<file path="config.mk">
export PLATFORM = sky130hd
export DESIGN_NAME = gls_ram
export DESIGN_NICKNAME = d
export VERILOG_FILES = /design/src/design/gls_ram.sv
export SDC_FILE = /design/constraint.sdc
export NUM_CORES = 2
export LEC_CHECK = 0
export ABC_AREA = 0
export BUFFER_PORTS_ARGS = -buffer_cell sky130_fd_sc_hd__buf_2
export CAP_MARGIN = 40
export CORE_ASPECT_RATIO = 1.4
export CORE_MARGIN = 2
export CORE_UTILIZATION = 34
export CTS_BUF_LIST = sky130_fd_sc_hd__clkbuf_16
export CTS_CLUSTER_DIAMETER = 50
export DETAILED_ROUTE_END_ITERATION = 12
export MAX_ROUTING_LAYER = met4
export PLACE_DENSITY_LB_ADDON = 0.25
export SLEW_MARGIN = 40
export SYNTH_ARGS = -nofsm -noshare
export SYNTH_HDL_FRONTEND = slang
export SYNTH_SLANG_ARGS = --single-unit
</file>
<file path="constraint.sdc">
create_clock -name clk -period 3.7 [get_ports clk]
set_input_delay 0.37 -clock clk [delete_from_list [all_inputs] [get_ports clk]]
set_output_delay 0.37 -clock clk [all_outputs]
set_load 0.1 [all_outputs]
</file>
<file path="src/design/gls_ram.sv">
// ----------------------------------------------------------------------------
// gls_ram
// single port ram, one write or one read per cycle, registered read data
// ----------------------------------------------------------------------------
`timescale 1ns / 1ps
`default_nettype none

module gls_ram #(
	parameter int WIDTH = 32,
	parameter int DEPTH = 64
) (
	input  logic                                    clk,
	input  logic                                    we,
	input  logic [(DEPTH > 1 ? $clog2(DEPTH) : 1)-1:0] addr,
	input  logic [WIDTH-1:0]                        wdata,
	output logic [WIDTH-1:0]                        rdata
);

	logic [WIDTH-1:0] mem_q [DEPTH];

	always_ff @(posedge clk) begin
		if (we) begin
			mem_q[addr] <= wdata;
		end
		rdata <= mem_q[addr];
	end

endmodule

`default_nettype wire

</file>
==> results.tsv <==
metric	value	unit
outcome	finished clean	
largest family of logic cells by synthesized area	compound AO/OA/AOI/OAI gates	
CP Class	input pin to register	
Async SR Flop Fraction	0	
initial DRC count	4145	
Tmin final	2960	ps
Clk pin slew, worst setup/hold paths	60	ps
Yosys Warn Count	0	
initial antenna violation count	12	
Setup violations, final	0	
switching power	11200	uW
worst hold path endpoint	mem_q[22][3]	
Slew Viols, Final	0	
ys flop type	edfxtp_1	
Final Instance Area	0.0926	sq mm
hold path depth	1	
slowest CP cell	a2111oi_1	
PD cells	535	mW/mm^2
fmax	338	MHz
ANT nets after route	0	
Core Region	0.231	sq mm
Bufs on Longest Clock Path	4	
simple-gate area share of the yosys netlist	0.0281	
Yosys cell types	56	
row cnt	209	
Reg power frac	0.529	
clock skew	74.8	ps
layout cells sized above 1	0.218	
# fillers	20800	
die span in y	574	microns
DR vias	43100	
largest net degree at the start of global routing	93	
final hold slack	12.9	ps
TritonCTS Sinks	2080	
Worst VDD drop	0.460	mV
final WL	236000	microns
Max Cap Viol	0	
Clock Power Share	0.408	
period utilisation layout	0.800	
Boundary Pins	72	
HP Class	input pin to register	
global placer's final weighted congestion	0.833	
I/O Buffers	71	
Root Driver	clkbuf_16	
CP Capture Type	register	
worst-case reg-to-reg path depth	5	
HP Start	wdata[3]	
Reg area	0.0621	sq mm
NumNets Final	4628	
Worst Tran Pin Value	940	ps
CTS tree	built	
worst skew pair latency	880	ps
multiplexer share of the synthesized area	0.0812	
Worst path top cell family by delay	simple AND/OR/NAND/NOR gates	
Tot GR Track Use	0.202	
Comb pwr share	0.063	
die footprint	0.236	sq mm
synthesized cell area	0.0789	sq mm
Synthesized Nets	4279	
hpwl dp	144000	microns
post-CTS sizing	0	
Critical Path RT	4370	ps
fin worst setup slack	741	ps
clock buffer count from CTS	205	
DR vias/cell	5.52	
total grt overflow	0	
Placed Instance Area	0.0861	sq mm
worst flop-to-flop path endpoint	rdata[4]	
register area share after synthesis	0.787	
Worst Path Buf+Inv	2	
pre-CTS setup slack	-79.2	ps
slowest cell delay on critical path	790	ps
flop-to-flop setup slack	970	ps
max_slew headroom	0.367	
cells after synthesis	4239	
xor/xnor share of the synthesized area	0	
Synth Register Bits	2080	
internal power	38400	uW
number of synthesized flops with an enable pin	2048	
Avg Cell Area, Syn	18.6	sq um
final hold vios	0	
leakage power	0.0300	uW
number of global-route vias before repair	43500	
Initial Utilization	0.341	
first-pass GRT wire length	332000	microns
Sw Ratio	0.225	
WL/cell	30.2	microns
Pre-antenna DRT Iters	5	
H-tree depth	4	
CP Launch Type	input pin	
chip width	411	microns
post-layout util	0.401	
RSZ-0062 raised after global routing	no	
multi-input logic area	0.0161	sq mm
Sum Neg Setup Slack	0	ps
CP Max Fanout	53	
Setup crit start	addr[0]	
RR Startpoint	mem_q[17][4]	
DRC	0	
Post-Synth Adder-Cell Area	0	
crit path cell chain	buf_8 > nor2b_2 > buf_4 > and3_1 > nor4_1 > a31oi_1 > a2111oi_1 > nand3_1	
Layout Area Growth over Synthesis	17.3	%
crit path DAT	3630	ps
Compound-Gate Fraction of Synth Area	0.0866	
[power groups by stage]
stage,Sequential (uW),Combinational (uW),Clock (uW)
2_1_floorplan,27000,1250,0
3_3_place_gp,26700,3110,0
3_5_place_dp,26700,3140,0
4_1_cts,26200,3160,20600
5_1_grt,26200,3270,21400
6_report,26200,3120,20200
[cells in the final DEF (no fill, tap or decap), types with 27 or more instances in the layout]
cell and instances:
o21ai_0 82, a221oi_1 175, clkinv_1 48, buf_2 52, a22oi_1 188, a22o_1 66, nand2_1 27, a21oi_1 121
o22ai_1 93, buf_4 300, nand3_1 53, mux2i_1 259, a31oi_1 42, inv_1 47, clkbuf_16 208, edfxtp_1 2048
mux4_2 96, dfxtp_1 32, mux2_2 147, o22a_1 70, nor2_4 67, clkinv_2 28, nor2_1 76, and3_1 85
buf_12 75
[what timing repair did]
| action | CTS | global route |
|---|---|---|
| setup buffers | 0 | 0 |
| endpoints found under the hold margin | 121 | 6 |
| hold buffers | 8 | 1 |
[per-stage QoR]
step	power, uW	instances
after CTS	49900	7800
final	49500	7807
after floorplan	28300	4239
after detailed placement	29800	7431
after global placement	29800	7429
after global routing	50900	7806
[per-layer routing]
layer  wire, microns  up-vias  track usage
li1                -    18400            -
met1           91300    22900        0.244
met2          121000     1495        0.344
met3           12900      371       0.0240
met4           10600        0       0.0811
met5               0        -            -
[worst register-to-register path, cell delays in order (launching register included)]
cell and delay [ps]:
edfxtp_1 360, and3_1 180, nor4_1 480, a31oi_1 410, a2111oi_1 790, nand3_1 290
[area by class of cell]
| class | instances | share of cell area |
|---|---|---|
| sequential | 2080 | 0.671 |
| multi-input combinational | 1859 | 0.174 |
| clock buffer | 208 | 0.0562 |
| timing repair buffer | 440 | 0.0449 |
| tap | 3059 | 0.0413 |
| clock inverter | 153 | 0.0126 |
| inverter | 2 | 0.000162 |
| antenna | 6 | 0.000162 |
[state kept, by name, summed over array words and instances, names as in the netlist]
register / count
rdata: 32
mem_q: 2048
[cells in the mapped netlist (all sizes together), types with 15 or more instances]
cell type  instances  area (sq um)
a211oi            17           128
a31oi             43           269
nand2             28           105
mux4              96          2160
a21oi            121           606
edfxtp          2048         61500
and3              85           532
mux2             147          1660
nand3             54           270
o21ai             85           425
clkbuf           169           638
mux2i            259          2590
buf              129           682
o22a              70           613
or4               15           113
a2111oi           15           131
a22oi            188          1410
a221o             15           150
o2bb2ai           15           131
o22ai             93           582
nor2             145           544
a222oi            16           160
nor3              22           110
dfxtp             32           641
a221oi           175          1530
a22o              66           578
nand2b            18           113
[logic make-up (layout without fill, tap and decap cells)]
kind of cell	after synthesis	in the layout
buffers and inverters	300	803
other	0	6
multiplexers	502	502
AND/OR/NAND/NOR	424	424
AO/OA/AOI/OAI	933	933
flip-flops	2080	2080
[worst max-delay path by stage]
stage | slack, ps | cells past startpoint | to
floorplan | 90 | 8 | mem_q[15][0]
finish | 740 | 8 | rdata[4]
CTS | 850 | 8 | rdata[4]
detailed placement | -80 | 8 | rdata[4]
global placement | -190 | 8 | rdata[4]
global route | 640 | 8 | rdata[4]
(Power assumes the default switching activity.)
