### src/design/gls_pkg.sv
// ----------------------------------------------------------------------------
// gls_pkg
// types and constants shared by the guide line snap modules
// ----------------------------------------------------------------------------
`timescale 1ns / 1ps
`default_nettype none

package gls_pkg;

	localparam int COORD_W = 32;
	localparam int RAD_W   = 31;
	localparam int MODE_W  = 3;
	localparam int SQ_W    = 2 * RAD_W;

	typedef enum logic [MODE_W-1:0] {
		MODE_QUERY = 3'd0,
		MODE_ADD_H = 3'd1,
		MODE_ADD_V = 3'd2,
		MODE_CLR_H = 3'd3,
		MODE_CLR_V = 3'd4
	} mode_t;

	// control from the sequencer to a nearest-line unit
	typedef struct packed {
		logic clear;
		logic step;
	} scan_ctl_t;

endpackage

`default_nettype wire

### src/design/gls_near.sv
// ----------------------------------------------------------------------------
// gls_near
// nearest line tracker: one table entry compared per step against the best
// ----------------------------------------------------------------------------
`timescale 1ns / 1ps
`default_nettype none

module gls_near (
	input  logic                               clk,
	input  logic                               arst_n,
	input  gls_pkg::scan_ctl_t                 ctl,
	input  logic signed [gls_pkg::COORD_W-1:0] pos,
	input  logic        [gls_pkg::COORD_W-1:0] line,
	input  logic        [gls_pkg::RAD_W-1:0]   radius,
	output logic                               hit,
	output logic        [gls_pkg::RAD_W-1:0]   near_dist,
	output logic        [gls_pkg::COORD_W-1:0] line_best
);

	import gls_pkg::*;

	logic signed [COORD_W:0] diff;
	logic        [COORD_W:0] abs_d;
	logic                    in_rad;
	logic                    better;
	logic                    take;
	logic                    hit_q;
	logic [RAD_W-1:0]        dist_q;
	logic [COORD_W-1:0]      line_q;

	assign diff   = {pos[COORD_W-1], pos} - {line[COORD_W-1], line};
	assign abs_d  = diff[COORD_W] ? (COORD_W+1)'(-diff) : (COORD_W+1)'(diff);
	assign in_rad = abs_d < {{(COORD_W+1-RAD_W){1'b0}}, radius};
	// strict compare keeps the first of equal candidates
	assign better = !hit_q || (abs_d[RAD_W-1:0] < dist_q);
	assign take   = ctl.step && in_rad && better;

	always_ff @(posedge clk or negedge arst_n) begin
		if (!arst_n) begin
			hit_q <= 1'b0;
		end else if (ctl.clear) begin
			hit_q <= 1'b0;
		end else if (take) begin
			hit_q <= 1'b1;
		end
	end

	always_ff @(posedge clk) begin
		if (take) begin
			dist_q <= abs_d[RAD_W-1:0];
			line_q <= line;
		end
	end

	assign hit       = hit_q;
	assign near_dist = dist_q;
	assign line_best = line_q;

endmodule

`default_nettype wire

### config.mk
export PLATFORM = sky130hd
export DESIGN_NAME = gls_near
export DESIGN_NICKNAME = d
export VERILOG_FILES = /design/src/design/gls_pkg.sv /design/src/design/gls_near.sv
export SDC_FILE = /design/constraint.sdc
export NUM_CORES = 1
export LEC_CHECK = 0
export BUFFER_PORTS_ARGS = -buffer_cell sky130_fd_sc_hd__buf_2
export CAP_MARGIN = 20
export CORE_MARGIN = 1
export CORE_UTILIZATION = 40
export CTS_BUF_LIST = sky130_fd_sc_hd__clkbuf_4 sky130_fd_sc_hd__clkbuf_8
export DETAILED_ROUTE_END_ITERATION = 16
export GPL_TIMING_DRIVEN = 0
export PLACE_DENSITY = 0.67
export SLEW_MARGIN = 10
export SYNTH_ARGS = -nofsm -noshare
export SYNTH_HDL_FRONTEND = slang
export SYNTH_SLANG_ARGS = --single-unit
export TNS_END_PERCENT = 10
### constraint.sdc
create_clock -name clk -period 7.05 [get_ports clk]
set_clock_uncertainty 0.05 [all_clocks]
set_input_delay 0 -clock clk [delete_from_list [all_inputs] [get_ports clk]]
set_output_delay 0 -clock clk [all_outputs]
set_load 0.01 [all_outputs]
==> impl_metrics.env, run 1 <==
export IMPL_outcome="finished clean"
export IMPL_relSlewSlack_pct=55.0
export IMPL_initial_core_util_pct=40.9
export IMPL_cap_violations=0
export IMPL_post_cts_buffers=0
export IMPL_gp_congestion=0.861
export IMPL_die_h_um=129
export IMPL_port_buffers=162
export IMPL_cts_tree="done"
export IMPL_ant_nets=0
export IMPL_yosysWarnings=0
export IMPL_rows=46
export IMPL_dr_pass1_iters=5
export IMPL_clock_sinks=64
export IMPL_antenna_found_initial=0
export IMPL_core_sq_um=15900
export IMPL_dp_cells=1115
export IMPL_async_flop_share_pct=1.56
export IMPL_required_ns=7.08
export IMPL_grt_pass1_vias=5782
export IMPL_cts_buffers=9
export IMPL_period_share_pct=94.0
export IMPL_dp_hpwl_mm=13.6
export IMPL_drc=0
export IMPL_cp_end_kind="flip-flop"
export IMPL_arrival_ns=6.66
export IMPL_root_buffer="clkbuf_8"
export IMPL_layout_drive_gt1_share_pct=22.8
export IMPL_synth_nets=925
export IMPL_worstSkewPairLatency_ns=0.37
export IMPL_setup_viol=0
export IMPL_dr_total_vias=6084
export IMPL_grt_max_degree=16
export IMPL_h_tree_depth=3
export IMPL_die_area_sq_um=16700
export IMPL_cts_max_path_buffers=2
export IMPL_rsz0062_at_grt="false"
export IMPL_hold_viol_final=0
export IMPL_synthesis_area_sq_um=6490
export IMPL_wl_mm=16.8
export IMPL_yosys_area_top_type="edfxtp_1"
export IMPL_synth_seq_cells=64
export IMPL_area_growth_syn_to_layout_pct=26.6
export IMPL_fin_tns_setup_ns=0
export IMPL_overflow=0
export IMPL_power_leakage_nw=3.87
export IMPL_clk_pin_slew_worst_paths_ns=0.08
export IMPL_finalCriticalPeriod_ns=6.63
export IMPL_synth_top_area_share_pct=29.1
export IMPL_layout_commonest_cell="buf_2"
export IMPL_grt_pass1_wl_mm=27.0
export IMPL_vias_per_cell=5.22
export IMPL_pin_count=163
export IMPL_instances_no_fill=1165
export IMPL_n_antenna_cell=0
export IMPL_post_place_ws_ns=0.306
export IMPL_criticalPathCategory="input port to flip-flop"
export IMPL_cp_start_kind="input port"
export IMPL_fmax_mhz=151
export IMPL_netlist_instances=732
export IMPL_tightest_slew_ns=0.671
export IMPL_drv_slew=0
export IMPL_setup_ws_ns=0.421
export IMPL_grt_total_usage_pct=20.7
export IMPL_synthTopCellsByArea="edfxtp_1, ha_1, inv_1"
export IMPL_layout_common_cells="buf_2, inv_1, ha_1"
export IMPL_synth_edf_count=63
export IMPL_power_density_nw_per_um2=235
export IMPL_ys_seq_area_share_pct=29.5
export IMPL_die_w_um=129
export IMPL_ys_flop_type="edfxtp_1"
export IMPL_cp_max_fo=13
export IMPL_synth_cell_types=76
export IMPL_wl_per_cell_um=14.4
export IMPL_drtIter0Drc=305
export IMPL_hp_class="input port to flip-flop"
export IMPL_synth_area_per_cell_sq_um=8.87
export IMPL_nets=1137
export IMPL_peakVddDrop_mv=0.112
export IMPL_fillers=1527
[timing repair]
| item | in CTS | in global routing |
|---|---|---|
| hold endpoints to repair | 34 | 0 |
| endpoints found under the setup margin | 0 | 28 |
| hold buffers | 35 | 0 |
| gates resized for setup | 0 | 2 |
[power breakdown]
group	internal, mW	total, mW	switching (mW)
sequential	0.549	0.581	0.0328
clock	0.212	0.371	0.159
combinational	0.405	0.975	0.570
total	1.17	1.93	0.762
[area by class of cell]
class                   count  area (sq um)  area share, %
multi-input cells         549          4120           50.1
flip-flops and latches     64          1920           23.3
repair buffers            202          1220           14.8
inverters                 104           390           4.75
well taps                 216           270           3.29
clock buffers              11           145           1.77
clock inverters             5          80.1          0.975
plain buffers              14          75.1          0.914
[worst max-delay path: stages]
cell           delay [ns]
dlygate4sd3_1        0.51
buf_2                0.11
inv_1                0.04
ha_1                 0.26
clkbuf_2             0.16
a21oi_1              0.24
o21ai_0              0.15
o21ai_0              0.52
a211oi_1             0.19
nor3_1               0.32
o21bai_1             0.15
a22oi_2              0.32
clkbuf_1             0.36
o21ai_0              0.19
xnor2_1              0.39
ha_1                 0.33
a21o_1               0.18
a21o_1               0.18
a21oi_1              0.15
nor2b_1              0.06
o21ai_0              0.20
a31o_2               0.19
a31oi_1              0.08
o21bai_1             0.25
nor4_4               0.51
buf_6                0.23
buf_6                0.17
buf_6                0.20
[through the flow]
step           hold WS (ns)  power [mW]  util (%)  cell area (sq um)
6_report              0.139        1.93      51.7               8210
5_1_grt               0.193        2.09      51.7               8210
4_1_cts               0.120        1.94      51.7               8210
3_5_place_dp         -0.259        1.55      48.1               7640
3_3_place_gp         -0.261        1.51      47.7               7580
2_1_floorplan        -0.346        1.24         -               6500
[final timing paths]
path,start,end,slack [ns],cells after the start
hold / removal,pos[0],near_dist[0],0.14,4
max in group asynchronous,arst_n,hit,6.38,3
hold reg to reg,hit,hit,0.67,2
setup / recovery,line[7],line_best[23],0.42,28
min in group asynchronous,arst_n,hit,0.45,3
setup reg to reg,near_dist[1],line_best[23],3.65,15
[cell usage after synthesis (all sizes together) (9+ instances only)]
library cell	instances
a21o	15
a21oi	63
a31oi	15
and3	17
edfxtp	63
ha	93
inv	104
nand2	43
nand2b	11
nand3	9
nand4	16
nor2	38
nor2b	9
nor3	16
o21a	10
o21ai	40
xnor2	38
xor2	12
[per-layer routing]
metal	track usage (%)	share of wire [%]	up-vias	wire length [um]
li1	-	-	3109	-
met1	27.5	49	2793	8310
met2	34.0	45	166	7490
met3	3.34	4.3	16	717
met4	7.47	1.7	0	294
met5	0	0	-	0
[state kept, by name, summed over array words and instances, names as in the netlist]
name / cells
line_best: 32
near_dist: 31
hit: 1
[logic make-up after synthesis]
logic type	after synthesis	synth area share [%]
compound gates	207	21.2
fa+ha+maj	94	18.2
flops	64	29.5
mux	3	0.463
buf+inv	119	7.21
xor+xnor	50	6.75
simple gates	195	16.6
Power figures use the tool's default switching activity.
==> run 2, diff against run 1 <==
--- a/config.mk
+++ b/config.mk
@@ -7,6 +7,7 @@
 export LEC_CHECK = 0
 export BUFFER_PORTS_ARGS = -buffer_cell sky130_fd_sc_hd__buf_2
 export CAP_MARGIN = 20
+export CORE_ASPECT_RATIO = 1.2
 export CORE_MARGIN = 1
 export CORE_UTILIZATION = 40
 export CTS_BUF_LIST = sky130_fd_sc_hd__clkbuf_4 sky130_fd_sc_hd__clkbuf_8
==> run 2 against run 1 <==
- sequential power barely moved
- die area barely moved
- worst setup slack improved by 0.22 ns
- power rose by 0.61%
- highest routed layer unchanged
==> impl_metrics.env, run 2 (synthesis results as in run 1) <==
export IMPL_finalCriticalPeriod_ns=6.41
export IMPL_relSlewSlack_pct=56.5
export IMPL_die_w_um=118
export IMPL_dp_hpwl_mm=13.5
export IMPL_drtIter0Drc=307
export IMPL_core_sq_um=15700
export IMPL_die_h_um=142
export IMPL_antenna_found_initial=0
export IMPL_pwr_share_clk_pct=20.0
export IMPL_grt_pass1_vias=5848
export IMPL_rows=50
export IMPL_wl_mm=16.4
export IMPL_clock_sinks=64
export IMPL_setup_viol=0
export IMPL_period_share_pct=90.9
export IMPL_cpLargestDelayFamily="compound AO/OA/AOI/OAI gates"
export IMPL_n_antenna_cell=0
export IMPL_grt_max_degree=14
export IMPL_hp_class="input port to flip-flop"
export IMPL_critPathMaxStageDelay_ns=0.52
export IMPL_initial_core_util_pct=41.3
export IMPL_p_comb_share_pct=50.1
export IMPL_cap_violations=0
export IMPL_power_net_switching_mw=0.748
export IMPL_gp_congestion=0.876
export IMPL_cts_tree="done"
export IMPL_wl_per_cell_um=14.2
export IMPL_overflow=0
export IMPL_switching_share_pct=38.6
export IMPL_die_area_sq_um=16700
export IMPL_worst_path_max_delay_cell="dlygate4sd3_1"
export IMPL_nets=1137
export IMPL_cts_buffers=9
export IMPL_pin_count=163
export IMPL_layout_common_cells="buf_2, inv_1, ha_1"
export IMPL_internal_power_mw=1.19
export IMPL_h_tree_depth=3
export IMPL_outcome="finished clean"
export IMPL_p_seq_share_pct=29.9
export IMPL_ant_nets=0
export IMPL_cpMostUsedCell="buf_6"
export IMPL_peakVddDrop_mv=0.0888
export IMPL_vias_per_cell=5.21
export IMPL_port_buffers=162
export IMPL_clk_pin_slew_worst_paths_ns=0.07
export IMPL_fillers=1541
export IMPL_worstSkewPairLatency_ns=0.37
export IMPL_fmax_mhz=156
export IMPL_dr_total_vias=6024
export IMPL_required_ns=7.07
export IMPL_rsz0062_at_grt="false"
export IMPL_tightest_slew_ns=0.646
export IMPL_power_leakage_nw=3.89
export IMPL_hold_viol_final=0
export IMPL_layout_drive_gt1_share_pct=22.8
export IMPL_largest_reg_flops=32
export IMPL_seqCellArea_sq_um=1920
export IMPL_p_total_mw=1.94
export IMPL_drv_slew=0
export IMPL_crit_buf_inv=6
export IMPL_cp_max_fo=13
export IMPL_drc=0
export IMPL_post_cts_buffers=0
export IMPL_arrival_ns=6.43
export IMPL_area_growth_syn_to_layout_pct=26.7
export IMPL_criticalPathCategory="input port to flip-flop"
export IMPL_finish_instance_area_sq_um=8220
export IMPL_grt_total_usage_pct=20.2
export IMPL_dr_pass1_iters=5
export IMPL_root_buffer="clkbuf_8"
export IMPL_cp_start_kind="input port"
export IMPL_cp_end_kind="flip-flop"
export IMPL_multi_input_area_sq_um=4120
export IMPL_power_density_nw_per_um2=236
export IMPL_grt_pass1_wl_mm=27.2
export IMPL_layout_commonest_cell="buf_2"
export IMPL_post_dp_cell_area_sq_um=7630
export IMPL_cts_max_path_buffers=2
==> run 2: changes by cell type in the layout (fill, tap and decap cells not counted), sizes merged <==
cell / previous run / this run
clkbuf: 19 / 22
clkinv: 1 / 0
clkinvlp: 2 / 0
==> run 2: cell type report <==
class / instances / share of cell area, %
Buffer: 14 / 0.913
Clock buffer: 14 / 2.19
Sequential cell: 64 / 23.3
Clock inverter: 2 / 0.730
Multi-Input combinational cell: 549 / 50.1
Tap cell: 208 / 3.16
Timing Repair Buffer: 202 / 14.9
Inverter: 104 / 4.75
==> run 2: final timing paths <==
check / cells past startpoint / slack, ns / endpoint / from
worst max-delay path: 27 / 0.64 / line_best[19] / line[0]
worst min-delay path: 4 / 0.16 / near_dist[0] / pos[0]
worst max register to register: 14 / 3.77 / line_best[19] / near_dist[1]
worst min register to register: 2 / 0.66 / hit / hit
max in group asynchronous: 3 / 6.41 / hit / arst_n
min in group asynchronous: 3 / 0.44 / hit / arst_n
==> run 2: routing by layer <==
| layer | routed length [um] | global-route usage, % | vias to the layer above |
|---|---|---|---|
| met1 | 7640 | 25.4 | 2760 |
| met2 | 7800 | 35.1 | 145 |
| li1 | - | - | 3100 |
| met3 | 743 | 3.82 | 19 |
| met4 | 240 | 6.07 | 0 |
| met5 | 0 | 0 | - |
==> run 2: metrics by stage <==
stage | worst slack [ns] | hold slack [ns] | std cells | setup TNS [ns] | utilization, %
global route | 0.0221 | 0.180 | 1157 | 0 | 52.4
CTS | 0.394 | 0.146 | 1158 | 0 | 52.4
detailed placement | 0.543 | -0.268 | 1107 | 0 | 48.6
finish | 0.640 | 0.156 | 1157 | 0 | 52.4
global placement | -1.69 | -0.262 | 1102 | -106.19 | 48.2
floorplan | 0.378 | -0.346 | 732 | 0 | -
==> run 2: worst min-delay path: stages <==
cell and delay (ns):
buf_2 0.09, inv_1 0.04, ha_1 0.21, inv_1 0.05
==> run 2: repair_timing <==
item | 4_1_cts | 5_1_grt
hold buffers | 35 | 0
gates resized for setup | 0 | 3
hold endpoints to repair | 34 | 0
setup endpoints to repair | 0 | 48
==> run 2: power groups by stage <==
stage / registers [mW] / logic [mW] / clock network [mW]
2_1_floorplan: 0.638 / 0.604 / 0
3_3_place_gp: 0.597 / 0.916 / 0
3_5_place_dp: 0.589 / 0.957 / 0
4_1_cts: 0.581 / 0.976 / 0.394
5_1_grt: 0.591 / 1.10 / 0.409
6_report: 0.581 / 0.972 / 0.387
==> run 3, diff against run 2 <==
--- a/config.mk
+++ b/config.mk
@@ -12,7 +12,6 @@
 export CORE_UTILIZATION = 40
 export CTS_BUF_LIST = sky130_fd_sc_hd__clkbuf_4 sky130_fd_sc_hd__clkbuf_8
 export DETAILED_ROUTE_END_ITERATION = 16
-export GPL_TIMING_DRIVEN = 0
 export PLACE_DENSITY = 0.67
 export SLEW_MARGIN = 10
 export SYNTH_ARGS = -nofsm -noshare
==> run 3 against run 2 <==
- global-route usage up 0.23 points
- maximum frequency up 6.1%
- core utilization down 1.0 points
- routed wire length up 1.4%
- sequential share of layout area up 0.46 points
- highest routed layer unchanged
- largest power group unchanged
- register-to-register slack better by 0.17 ns
- via count down 1.1%
==> impl_metrics.env, run 3 (synthesis results as in run 1) <==
export IMPL_worstSkewPairLatency_ns=0.39
export IMPL_hold_viol_final=0
export IMPL_rsz0062_at_grt="false"
export IMPL_arrival_ns=6.02
export IMPL_cts_tree="done"
export IMPL_r2r_cells=13
export IMPL_outcome="finished clean"
export IMPL_ant_nets=0
export IMPL_initial_core_util_pct=41.3
export IMPL_gp_congestion=0.876
export IMPL_critPathMaxStageDelay_ns=0.52
export IMPL_layout_common_cells="buf_2, inv_1, ha_1"
export IMPL_h_tree_depth=3
export IMPL_area_growth_syn_to_layout_pct=24.3
export IMPL_cp_end_kind="flip-flop"
export IMPL_layout_drive_gt1_share_pct=22.1
export IMPL_criticalPathCategory="input port to flip-flop"
export IMPL_grt_total_usage_pct=20.5
export IMPL_die_area_sq_um=16700
export IMPL_clk_pin_slew_worst_paths_ns=0.07
export IMPL_setup_viol=0
export IMPL_rows=50
export IMPL_whs_path_depth=4
export IMPL_worst_path_max_delay_cell="dlygate4sd3_1"
export IMPL_tightest_slew_ns=0.683
export IMPL_power_leakage_nw=3.80
export IMPL_fmax_mhz=166
export IMPL_grt_max_degree=34
export IMPL_dr_pass1_iters=5
export IMPL_critPathLaunch="line[0]"
export IMPL_layout_commonest_cell="buf_2"
export IMPL_finalCriticalPeriod_ns=6.04
export IMPL_antenna_found_initial=0
export IMPL_overflow=0
export IMPL_cts_buffers=9
export IMPL_drc=0
export IMPL_wl_per_cell_um=14.6
export IMPL_power_density_nw_per_um2=231
export IMPL_cap_violations=0
export IMPL_clock_sinks=64
export IMPL_die_w_um=118
export IMPL_dr_total_vias=5959
export IMPL_period_share_pct=85.7
export IMPL_drtIter0Drc=293
export IMPL_wl_mm=16.7
export IMPL_fin_tns_setup_ns=0
export IMPL_hp_class="input port to flip-flop"
export IMPL_dp_cells=1091
export IMPL_required_ns=7.03
export IMPL_cts_max_path_buffers=2
export IMPL_grt_pass1_vias=5821
export IMPL_rr_startpoint="near_dist[1]"
export IMPL_port_buffers=162
export IMPL_die_h_um=142
export IMPL_cp_start_kind="input port"
export IMPL_pin_count=163
export IMPL_peakVddDrop_mv=0.0941
export IMPL_drv_slew=0
export IMPL_instances_no_fill=1142
export IMPL_dp_hpwl_mm=13.7
export IMPL_cp_max_fo=33
export IMPL_n_antenna_cell=0
export IMPL_largest_reg_flops=32
export IMPL_min_from="pos[0]"
export IMPL_p_total_mw=1.86
export IMPL_grt_pass1_wl_mm=27.2
export IMPL_core_sq_um=15700
export IMPL_root_buffer="clkbuf_8"
export IMPL_nets=1122
export IMPL_relSlewSlack_pct=54.2
export IMPL_vias_per_cell=5.22
-- run 3: per-stage QoR --
stage | setup WS [ns] | utilization [%] | hold slack, ns | instance area (sq um)
finish | 1.01 | 51.4 | 0.163 | 8060
global route | 0.497 | 51.4 | 0.173 | 8060
CTS | 1.04 | 51.4 | 0.146 | 8060
detailed placement | 1.13 | 47.9 | -0.272 | 7520
global placement | 1.22 | 47.9 | -0.273 | 7520
floorplan | 0.378 | - | -0.346 | 6500
-- run 3: final timing paths --
kind / slack (ns) / endpoint
max reg2reg: 3.94 / line_best[8]
max: 1.01 / line_best[8]
min in group asynchronous: 0.41 / hit
min: 0.16 / near_dist[0]
max in group asynchronous: 6.43 / hit
min reg2reg: 0.67 / hit
-- run 3: metal layers --
metal | global-route usage [%] | wire length [um] | part of all wire [%]
met1 | 25.9 | 7660 | 46
met3 | 3.94 | 846 | 5.1
met2 | 35.0 | 7910 | 48
met4 | 6.55 | 232 | 1.4
met5 | 0 | 0 | 0
-- run 3: area by class of cell --
cell class                      count  area, sq um
Timing Repair Buffer              201         1190
Clock inverter                      6         60.1
Inverter                          104          390
Tap cell                          208          260
Clock buffer                       10          131
Multi-Input combinational cell    549         4110
Fill cell                        1537         7640
Sequential cell                    64         1920
-- run 3: critical path: cells and delay by family --
family | cells | cell delay, ns
fa+ha+maj | 3 | 0.87
compound gates | 12 | 2.38
buf+inv | 4 | 1.11
simple gates | 4 | 1.05
xor+xnor | 2 | 0.57
-- run 3: timing repair --
action,CTS,global route
endpoints found under the hold margin,34,0
gates resized for setup,0,0
endpoints found under the setup margin,0,0
buffers inserted,0,0
hold buffers,35,0
-- run 3: where the power goes --
part / internal [mW] / switching [mW]
clock network: 0.165 / 0.158
registers: 0.550 / 0.0322
logic: 0.391 / 0.564
total: 1.11 / 0.754
